File: config.mk
export PLATFORM = sky130hd
export DESIGN_NAME = sspc_parser
export DESIGN_NICKNAME = d
export VERILOG_FILES = /design/src/sspc_pkg.sv /design/src/sspc_parser.sv
export VERILOG_INCLUDE_DIRS = /design/src /design/src/src
export SDC_FILE = /design/constraint.sdc
export NUM_CORES = 1
export LEC_CHECK = 0
export BUFFER_PORTS_ARGS = -buffer_cell sky130_fd_sc_hd__buf_2
export CORE_UTILIZATION = 50
export DETAILED_ROUTE_END_ITERATION = 8
export PLACE_DENSITY = 0.73
export SYNTH_ARGS = -nofsm -noshare
export SYNTH_HDL_FRONTEND = slang
export SYNTH_SLANG_ARGS = --single-unit
File: constraint.sdc
create_clock -name clock -period 4 [get_ports clock]
set_input_delay 1 -clock clock [delete_from_list [all_inputs] [get_ports clock]]
set_output_delay 1 -clock clock [all_outputs]
set_load 0.03 [all_outputs]
File: src/servo_status_packet_checker_macros.svh
// Assertion macros shared by the servo status packet checker RTL.
`ifndef SERVO_STATUS_PACKET_CHECKER_MACROS_SVH
`define SERVO_STATUS_PACKET_CHECKER_MACROS_SVH

`ifndef SYNTHESIS
// Clocked check, disabled while reset is high.
`define SSPC_ASSERT(label, clk, rst, prop) \
   label: assert property (@(posedge clk) disable iff (rst) prop) \
      else $error("sspc assertion failed");
// Clocked check that also holds during reset.
`define SSPC_ASSERT_ALWAYS(label, clk, prop) \
   label: assert property (@(posedge clk) prop) \
      else $error("sspc assertion failed");
`else
`define SSPC_ASSERT(label, clk, rst, prop)
`define SSPC_ASSERT_ALWAYS(label, clk, prop)
`endif

`endif

File: src/sspc_pkg.sv
// Package with types and constants of the servo status packet checker.
`default_nettype none
package sspc_pkg;

   localparam logic [7:0] HEADER_BYTE         = 8'hFF;
   localparam logic [7:0] EXPECTED_ID_RESET   = 8'h00;
   localparam logic [7:0] EXPECTED_LEN_RESET  = 8'h02;

   // Byte positions inside a reply
   localparam logic [8:0] POS_ID      = 9'd2;
   localparam logic [8:0] POS_LENGTH  = 9'd3;
   localparam logic [8:0] POS_PARAM0  = 9'd5;
   localparam logic [8:0] POS_PARAM1  = 9'd6;
   localparam logic [8:0] POS_TRAILER = 9'd3;   // last position = length + this
   localparam logic [8:0] POS_MAX     = 9'd258;

   // Transaction kinds
   localparam logic KIND_BYTE    = 1'b0;
   localparam logic KIND_TIMEOUT = 1'b1;

   // Configuration register indexes
   localparam logic CSR_EXPECTED_ID     = 1'b0;
   localparam logic CSR_EXPECTED_LENGTH = 1'b1;

   typedef enum logic [2:0] {
      STATUS_OK           = 3'd0,
      STATUS_TIMEOUT      = 3'd1,
      STATUS_BAD_HEADER   = 3'd2,
      STATUS_BAD_ID       = 3'd3,
      STATUS_BAD_LENGTH   = 3'd4,
      STATUS_BAD_CHECKSUM = 3'd5
   } status_code_type;

   typedef struct packed {
      logic [7:0] expected_id;
      logic [7:0] expected_length;
   } cfg_type;

   typedef struct packed {
      status_code_type status_code;
      logic [15:0]     reply_value;
   } rsp_payload_type;

   typedef struct packed {
      logic            valid;
      rsp_payload_type payload;
   } result_type;

endpackage
`default_nettype wire

File: src/sspc_parser.sv
// Reply parser: position counter, running sum, sticky error flags, status decision.
`default_nettype none
`include "servo_status_packet_checker_macros.svh"
module sspc_parser (
   input  wire logic               clock,
   input  wire logic               reset,
   input  wire sspc_pkg::cfg_type  cfg,
   input  wire logic               accept,
   input  wire logic               kind,
   input  wire logic [7:0]         rx_byte,
   output sspc_pkg::result_type    result
);
   import sspc_pkg::*;

   logic [8:0]  pos_ff,    pos_in;
   logic [7:0]  sum_ff,    sum_in;
   logic        hdr_bad_ff, hdr_bad_in;
   logic        id_bad_ff,  id_bad_in;
   logic        len_bad_ff, len_bad_in;
   logic [15:0] value_ff,  value_in;
   logic [8:0]  last_pos;

   assign last_pos = {1'b0, cfg.expected_length} + POS_TRAILER;

   // Advance through the reply and decide the status on its last byte or on a timeout
   always_comb begin
      pos_in     = pos_ff;
      sum_in     = sum_ff;
      hdr_bad_in = hdr_bad_ff;
      id_bad_in  = id_bad_ff;
      len_bad_in = len_bad_ff;
      value_in   = value_ff;
      result     = '{valid: 1'b0, payload: '{status_code: STATUS_OK, reply_value: 16'd0}};
      if (accept) begin
         if (kind == KIND_TIMEOUT) begin
            result.valid               = 1'b1;
            result.payload.status_code = STATUS_TIMEOUT;
            pos_in     = 9'd0;
            sum_in     = 8'd0;
            hdr_bad_in = 1'b0;
            id_bad_in  = 1'b0;
            len_bad_in = 1'b0;
            value_in   = 16'd0;
         end else if (pos_ff < last_pos) begin
            if (pos_ff < POS_ID) begin
               if (rx_byte != HEADER_BYTE) begin
                  hdr_bad_in = 1'b1;
               end
            end else begin
               if (pos_ff == POS_ID && rx_byte != cfg.expected_id) begin
                  id_bad_in = 1'b1;
               end
               if (pos_ff == POS_LENGTH && rx_byte != cfg.expected_length) begin
                  len_bad_in = 1'b1;
               end
               if (pos_ff == POS_PARAM0) begin
                  value_in[7:0] = rx_byte;
               end
               if (pos_ff == POS_PARAM1) begin
                  value_in[15:8] = rx_byte;
               end
               sum_in = sum_ff + rx_byte;
            end
            pos_in = pos_ff + 9'd1;
         end else begin
            // Checksum byte: first failing check wins
            result.valid = 1'b1;
            if (hdr_bad_ff) begin
               result.payload.status_code = STATUS_BAD_HEADER;
            end else if (id_bad_ff) begin
               result.payload.status_code = STATUS_BAD_ID;
            end else if (len_bad_ff) begin
               result.payload.status_code = STATUS_BAD_LENGTH;
            end else if (~sum_ff != rx_byte) begin
               result.payload.status_code = STATUS_BAD_CHECKSUM;
            end else begin
               result.payload.status_code = STATUS_OK;
               result.payload.reply_value = value_ff;
            end
            pos_in     = 9'd0;
            sum_in     = 8'd0;
            hdr_bad_in = 1'b0;
            id_bad_in  = 1'b0;
            len_bad_in = 1'b0;
            value_in   = 16'd0;
         end
      end
   end

   always_ff @(posedge clock) begin
      if (reset) begin
         pos_ff     <= 9'd0;
         sum_ff     <= 8'd0;
         hdr_bad_ff <= 1'b0;
         id_bad_ff  <= 1'b0;
         len_bad_ff <= 1'b0;
         value_ff   <= 16'd0;
      end else begin
         pos_ff     <= pos_in;
         sum_ff     <= sum_in;
         hdr_bad_ff <= hdr_bad_in;
         id_bad_ff  <= id_bad_in;
         len_bad_ff <= len_bad_in;
         value_ff   <= value_in;
      end
   end

   `SSPC_ASSERT(a_timeout_gives_status, clock, reset, (accept && kind == KIND_TIMEOUT) |-> (result.valid && result.payload.status_code == STATUS_TIMEOUT))
   `SSPC_ASSERT(a_value_only_when_ok, clock, reset, (result.valid && result.payload.status_code != STATUS_OK) |-> (result.payload.reply_value == 16'd0))
   `SSPC_ASSERT(a_result_clears_reply, clock, reset, result.valid |=> (pos_ff == 9'd0 && sum_ff == 8'd0))
   `SSPC_ASSERT_ALWAYS(a_position_bounded, clock, reset || (pos_ff <= POS_MAX))

endmodule
`default_nettype wire

==> results of run 1 <==
registers in the layout, summed over array words and instances, names as in the netlist:
signal	flops
value_ff	16
len_bad_ff	1
hdr_bad_ff	1
sum_ff	8
pos_ff	9
id_bad_ff	1
layout make-up:
class                   count  area (µm²)
flip-flops and latches     36         721
multi-input cells         232        1790
clock inverters             3        42.5
fillers                   353        1310
well taps                  67        83.8
inverters                  22         100
repair buffers             78         647
clock buffers               5        68.8
cell families after synthesis:
family | share of synthesized area
xor+xnor | 0.120
fa+ha+maj | 0.104
compound gates | 0.159
flops | 0.291
simple gates | 0.269
buf+inv | 0.0511
mux | 0.00405
where the power goes:
group / internal, mW / switching (mW) / total [mW]
registers: 0.360 / 0.00362 / 0.364
logic: 0.0662 / 0.0784 / 0.145
clock network: 0.185 / 0.147 / 0.331
metal layers:
layer / share of wire / vias up
met5: 0 / -
met3: 0.051 / 15
met2: 0.48 / 94
met1: 0.45 / 1135
li1: - / 1197
met4: 0.019 / 0
metrics by stage:
step | hold slack, ns | TNS, ns | setup slack (ns) | cells | util
2_1_floorplan | 0.417 | -2.51 | -0.174 | 297 | -
3_3_place_gp | 0.430 | -5.80 | -0.330 | 429 | 0.647
3_5_place_dp | 0.445 | -7.17 | -0.401 | 429 | 0.647
4_1_cts | 0.462 | -3.82 | -0.229 | 441 | 0.714
5_1_grt | 0.485 | -5.86 | -0.329 | 443 | 0.726
6_report | 0.462 | -4.07 | -0.238 | 443 | 0.726
layout by cell type, fill, tap and decap left out, types with 3 or more instances in the layout:
master and n:
dfxtp_1 36, buf_4 30, nand2_1 26, buf_2 25
xor2_1 23, nor2_1 20, o21ai_0 20, inv_1 20
buf_6 19, ha_1 17, and2_4 16, a21oi_1 11
xnor2_1 10, nand3_1 8, nor3_1 7, a22o_1 7
nand4_1 6, clkbuf_8 5, or2_2 4, nor4_1 4
o211ai_1 3, a21o_1 3
path summary, 6_finish.rpt:
check                                          startpoint                         to  slack, ns  cells past startpoint
worst max-delay path                               cfg[1]                  result[2]      -0.24                     14
worst min-delay path            value_ff[14]$_SDFFE_PP0P_  value_ff[14]$_SDFFE_PP0P_       0.46                      2
worst max register to register     pos_ff[2]$_SDFFE_PP0P_     sum_ff[1]$_SDFFE_PP0P_       1.52                      9
worst min register to register  value_ff[14]$_SDFFE_PP0P_  value_ff[14]$_SDFFE_PP0P_       0.46                      2
worst max-delay path, stage by stage:
cell      delay (ns)
buf_12          0.09
inv_12          0.03
ha_4            0.15
nor2_4          0.10
and3_4          0.22
nand3_4         0.07
ha_4            0.28
nand4_1         0.18
a211oi_4        0.26
nor3_4          0.08
and4bb_4        0.37
buf_16          0.13
and2_4          0.14
buf_6           0.12
timing repair:
action                                 in CTS  in global routing
cloned                                      1                  0
endpoints found under the hold margin       0                  0
pin swaps                                  14                  5
resized for setup                          53                  8
setup endpoints to repair                  20                 20
buffers inserted                            3                  3
==> flow_summary.toml, run 1 <==
[floorplanning]
rows = 25
boundaryPins = 48
die_h_um = 72.3
coreArea_mm2 = 0.00475
die_x_um = 72.3
design.die.area_mm2 = 0.00523
start_util = 0.520

[global_route]
grtUsageMet3 = 0.0444
grt_pass1_wl_um = 10900
track_usage = 0.270
grt-ovfl-total = 0
met1_usage = 0.347
antenna_found_initial = 0
grt.busiest_layer = "met2"
grt_pass1_vias = 2280
grt_start_max_net_pins = 13
met2_usage = 0.453

[cells_and_area]
final_cell_area_mm2 = 0.00345
final_nets = 423
area_delta_synth_final_pct = 39.5
drive_gt1_frac = 0.343
antenna_cells = 0

[power_and_ir_drop]
cellPowerDensity_mw_per_mm2 = 243
ir_drop_mv = 0.187
p_leak_nw = 1.51
total_power_uw = 839

[drt]
avgViaCountPerCell = 5.51
dr.pass1.iters = 4
routedWlPerCell_um = 15.3
postRouteAntennaNets = 0
drt_iter0_markers = 168
finalWirelength_um = 6780
drc_errors = 0
via_count = 2441

[cts]
cts_tree = "yes"
clock-sinks = 36
insertion_delay_ns = 0.30
path_clk_slew_ns = 0.07
cts_made_buffers = 5
ctsRootBufferMaster = "clkbuf_8"
ctsHoldBuffers = 0
clock_path_buffers = 2
ctsHtreeMaxLevel = 2

[logic_synthesis]
synth_edf_count = 0
synth_area_mm2 = 0.00247
postSynthCellCount = 297
synth_common_cells = "36 x dfxtp_1, 26 x nand2_1, 23 x xor2_1"
ys_ff_latch = 36
synth_flop_cell = "dfxtp_1"
netlist.area_leader.share = 0.291
synth.area.top_cells = "dfxtp_1 29%, ha_1 9.6%, xor2_1 8.1%"
yosysWarnings = 0
seq_area_frac_synth = 0.291
synthArstFlopShare = 0
syn_nets = 345
synth_top_area_cell = "dfxtp_1"
synth.avg_cell_area_um2 = 8.32
yosysUniqueCellTypes = 51
synth.most_common_cell = "dfxtp_1"

[sta]
worst_slack_ns = -0.238
timing.final.crit_share = 1.06
setup_viol = 19
fmax_mhz = 236
finClkSkew_ns = 0.00446
hold_viol_final = 0
rsz0062_at_grt = "yes"
final_max_slew_viol_count = 0
fin_crit_ns = 4.24
tightestPinTransition_ns = 0.518
maxSlewHeadroom = 0.654

[worst_setup_path]
critPathRequiredTime_ns = 3.00
worstPathArrival_ns = 3.24
cp-end-kind = "primary output"
startpoint_type = "input pin"
worst-path-max-fanout = 8
critPathKind = "in2out"

[run]
cap_violations = 0

[place]
globalplace.congestion = 0.850
port_buffers = 47
hpwl_um = 4930
placed_cell_area_mm2 = 0.00308

[status]
violations = "setup timing"
status = "complete, but fails checks"

[worst_hold_path]
hold_class = "reg2reg"
No activity file was read; power rests on OpenSTA's default activity.
==> inputs of run 2 (changes only) <==
Settings changed: PLACE_DENSITY 0.73 to 0.82, RECOVER_POWER from default to 25, SLEW_MARGIN from default to 20.
==> flow_summary.toml, run 2 (synthesis results as in run 1) <==
[cells_and_area]
regMostFlops = "value_ff"
final_cell_mix = "36 x dfxtp_1, 26 x nand2_1, 26 x buf_4, 25 x buf_2, 23 x xor2_1"
drive_gt1_frac = 0.329
fin_cells = 438
biggestRegsByFlops = "value_ff: 16 flops, pos_ff: 9 flops, sum_ff: 8 flops"
nFillCells = 362
final_common_cell = "dfxtp_1"
final_nets = 418
area_delta_synth_final_pct = 36.1
final_util = 0.708
antenna_cells = 0
largest_reg_flops = 16

[sta]
tightestPinTransition_ns = 0.584
final_max_slew_viol_count = 0
fmax_mhz = 238
hold_viol_final = 0
maxSlewHeadroom = 0.611
timing.final.crit_share = 1.05
setup_viol = 18
fin_crit_ns = 4.21
finClkSkew_ns = 0.0113
worst_slack_ns = -0.210
rsz0062_at_grt = "yes"
setup_tns_ns = -3.27

[drt]
drc_errors = 0
dr.pass1.iters = 4
via_count = 2475
routedWlPerCell_um = 15.3
drt_iter0_markers = 151
avgViaCountPerCell = 5.65
finalWirelength_um = 6700
postRouteAntennaNets = 0

[power_and_ir_drop]
ir_drop_mv = 0.138
cellPowerDensity_mw_per_mm2 = 247
p_leak_nw = 1.47

[cts]
ctsRootBufferMaster = "clkbuf_8"
insertion_delay_ns = 0.30
cts_made_buffers = 5
clock_path_buffers = 2
cts_tree = "yes"
ctsHtreeMaxLevel = 2
clock-sinks = 36
path_clk_slew_ns = 0.08

[status]
violations = "setup timing"
status = "complete, but fails checks"

[worst_setup_path]
critPathRequiredTime_ns = 3.00
cp-end-kind = "primary output"
worst-path-max-fanout = 8
critPathKind = "in2out"
worstPathArrival_ns = 3.21
crit_start = "cfg[1]"
startpoint_type = "input pin"
path_cells = "buf_12, inv_12, ha_4, nor2_4, and3_4, nand3_2, ha_4, nand4_1, a211oi_4, nor3_4, and4bb_4, buf_12, and2_4, buf_6"
cp_slowest_cell = "and4bb_4"
slowest_delay_ns = 0.37
r2r_start = "pos_ff[1]$_SDFFE_PP0P_"

[place]
post-place-ws_ns = -0.376
globalplace.congestion = 0.870
hpwl_um = 4870
port_buffers = 47
dp_cells = 429

[floorplanning]
boundaryPins = 48
die_x_um = 72.3
die_h_um = 72.3
design.die.area_mm2 = 0.00523
coreArea_mm2 = 0.00475
rows = 25
start_util = 0.520

[global_route]
grt_pass1_wl_um = 11200
grt-ovfl-total = 0
grt_start_max_net_pins = 13
track_usage = 0.277
grt_pass1_vias = 2419
antenna_found_initial = 0

[worst_hold_path]
hold_path_startpoint = "value_ff[1]$_SDFFE_PP0P_"
hold_class = "reg2reg"

[run]
cap_violations = 0
==> run 2: worst paths after layout <==
path	to	slack, ns	depth (start not counted)
worst max-delay path	result[3]	-0.21	14
worst min-delay path	value_ff[1]$_SDFFE_PP0P_	0.46	2
worst max register to register	value_ff[3]$_SDFFE_PP0P_	1.44	8
worst min register to register	value_ff[1]$_SDFFE_PP0P_	0.46	2
==> run 2: area by class of cell <==
cell class	instances	area (µm²)	area share
sequential	36	721	0.214
timing repair buffer	73	598	0.178
clock buffer	5	68.8	0.0204
clock inverter	3	42.5	0.0126
tap	67	83.8	0.0249
inverter	22	100	0.0297
multi-input combinational	232	1750	0.520
==> run 2: timing repair <==
action | CTS | global route
setup buffers | 1 | 1
resized for setup | 49 | 7
pin swaps | 6 | 1
cloned | 1 | 0
hold endpoints to repair | 0 | 0
endpoints found under the setup margin | 20 | 20
hold buffers | 0 | 0
==> run 2: metal layers <==
layer  vias to the layer above  global-route usage  wire length (µm)
met3                        26              0.0556               281
li1                       1189                   -                 -
met1                      1176               0.326              2880
met2                        84               0.469              3300
met4                         0               0.159               246
met5                         -                   0                 0
==> run 2: through the flow <==
stage	area (µm²)	hold WS [ns]	power, mW
floorplan	2610	0.417	0.445
global placement	3080	0.427	0.501
detailed placement	3080	0.438	0.505
CTS	3370	0.456	0.836
global route	3370	0.484	0.862
finish	3370	0.459	0.832
==> run 2: where the power goes <==
part	switching [mW]	internal [mW]
Clock	0.144	0.185
Combinational	0.0767	0.0633
Sequential	0.00343	0.360
Total	0.224	0.608
==> run 2: critical path: cells and delay by family <==
family	cells	cell delay, ns
compound gates	1	0.27
buf+inv	4	0.38
simple gates	7	1.12
fa+ha+maj	2	0.43
==> inputs of run 3 (changes only) <==
Settings changed: CELL_PAD_IN_SITES_DETAIL_PLACEMENT from default to 1, CELL_PAD_IN_SITES_GLOBAL_PLACEMENT from default to 1, CORE_UTILIZATION 50 to 37.
==> flow_summary.toml, run 3 (synthesis results as in run 1) <==
[sta]
fmax_mhz = 233
worst_slack_ns = -0.287
hold_viol_final = 0
tightestPinTransition_ns = 0.825
final_max_slew_viol_count = 0
finClkSkew_ns = 0.0108
maxSlewHeadroom = 0.449
rsz0062_at_grt = "yes"
timing.final.crit_share = 1.07
fin_crit_ns = 4.29
setup_viol = 19

[drt]
postRouteAntennaNets = 0
drc_errors = 0
drt_iter0_markers = 99
routedWlPerCell_um = 18.2
avgViaCountPerCell = 5.49
via_count = 2510
dr.pass1.iters = 4
finalWirelength_um = 8300

[worst_setup_path]
slowest_delay_ns = 0.37
critPathKind = "in2out"
worst-path-max-fanout = 8
cp_slowest_cell = "and4bb_4"
cp_num_buf_inv = 4
critPathRequiredTime_ns = 3.00
cp-end-kind = "primary output"
worstPathArrival_ns = 3.29
cp_top_family = "simple AND/OR/NAND/NOR gates"
cpMostUsedCell = "buf_12"
path_cells = "buf_12, inv_12, ha_4, nor2_4, and3_4, xnor2_2, ha_1, nand4_1, a211oi_4, nor3_4, and4bb_4, buf_12, and2_4, buf_6"
startpoint_type = "input pin"

[cts]
clock-sinks = 36
cts_tree = "yes"
insertion_delay_ns = 0.29
path_clk_slew_ns = 0.08
ctsRootBufferMaster = "clkbuf_8"
cts_made_buffers = 5
ctsHoldBuffers = 0
clock_path_buffers = 2
ctsHtreeMaxLevel = 2

[place]
dp_cells = 442
globalplace.congestion = 0.810
port_buffers = 47
hpwl_um = 5870

[worst_hold_path]
hold_class = "reg2reg"

[cells_and_area]
register_area_um2 = 721
nFillCells = 755
multi_input_area_mm2 = 0.00179
final_util = 0.548
drive_gt1_frac = 0.353
largest_reg_flops = 16
regMostFlops = "value_ff"
biggestRegsByFlops = "value_ff: 16 flops, pos_ff: 9 flops, sum_ff: 8 flops"
final_common_cell = "dfxtp_1"
final_nets = 427
antenna_cells = 0
area_delta_synth_final_pct = 41.6
final_cell_mix = "36 x dfxtp_1, 33 x buf_4, 26 x nand2_1, 25 x buf_2, 23 x xor2_1"
fin_cells = 457

[global_route]
grt_pass1_wl_um = 13700
track_usage = 0.248
grt_pass1_vias = 2732
grt-ovfl-total = 0
grt_start_max_net_pins = 13
antenna_found_initial = 0

[floorplanning]
die_x_um = 83.7
rows = 29
die_h_um = 83.7
boundaryPins = 48
design.die.area_mm2 = 0.00701
coreArea_mm2 = 0.00639
start_util = 0.387

[status]
violations = "setup timing"
status = "complete, but fails checks"

[run]
cap_violations = 0

[power_and_ir_drop]
cellPowerDensity_mw_per_mm2 = 241
p_leak_nw = 1.54
ir_drop_mv = 0.143
[run 3: final cells by class]
type                       count  area share
clock buffer                   5      0.0196
multi-input combinational    232       0.512
sequential                    36       0.206
timing repair buffer          82       0.195
clock inverter                 3      0.0121
inverter                      22      0.0286
tap                           77      0.0275
[run 3: stage by stage]
step | TNS (ns) | setup WS (ns) | total power, mW | hold slack (ns) | cell area, µm²
after floorplan | -2.51 | -0.174 | 0.445 | 0.417 | 2610
after global placement | -5.90 | -0.338 | 0.508 | 0.430 | 3120
after detailed placement | -7.09 | -0.408 | 0.514 | 0.450 | 3120
after CTS | -3.62 | -0.221 | 0.849 | 0.474 | 3510
after global routing | -6.32 | -0.355 | 0.881 | 0.493 | 3500
final | -4.84 | -0.287 | 0.843 | 0.470 | 3500
[run 3: worst paths after layout]
kind | from | end | slack, ns | cells after the start
worst max register to register | pos_ff[2]$_SDFFE_PP0P_ | value_ff[7]$_SDFFE_PP0P_ | 1.28 | 8
worst min register to register | value_ff[11]$_SDFFE_PP0P_ | value_ff[11]$_SDFFE_PP0P_ | 0.47 | 2
worst max-delay path | cfg[1] | result[12] | -0.29 | 14
worst min-delay path | value_ff[11]$_SDFFE_PP0P_ | value_ff[11]$_SDFFE_PP0P_ | 0.47 | 2
[run 3: tightest hold or removal path: stages, from the launching register on]
cell and delay, ns:
dfxtp_1 0.34, nand2_1 0.05, o21ai_0 0.06
[run 3: layer usage]
metal  global-route usage  wire (µm)  up-vias
met3               0.0396        328       14
met5                    0          0        -
li1                     -          -     1206
met2                0.446       4270       75
met4               0.0863        177        0
met1                0.298       3520     1215
[run 3: what timing repair did]
| item | in CTS | in global routing |
|---|---|---|
| resized for setup | 59 | 7 |
| gates cloned | 1 | 0 |
| buffers inserted | 7 | 1 |
| pin swaps | 16 | 3 |
| setup endpoints to repair | 20 | 20 |
[run 3: power by group]
part	leakage (nW)	total [mW]	internal, mW	switching [mW]
combinational	1.19	0.154	0.0693	0.0848
sequential	0.290	0.363	0.360	0.00311
clock	0.0541	0.326	0.185	0.141
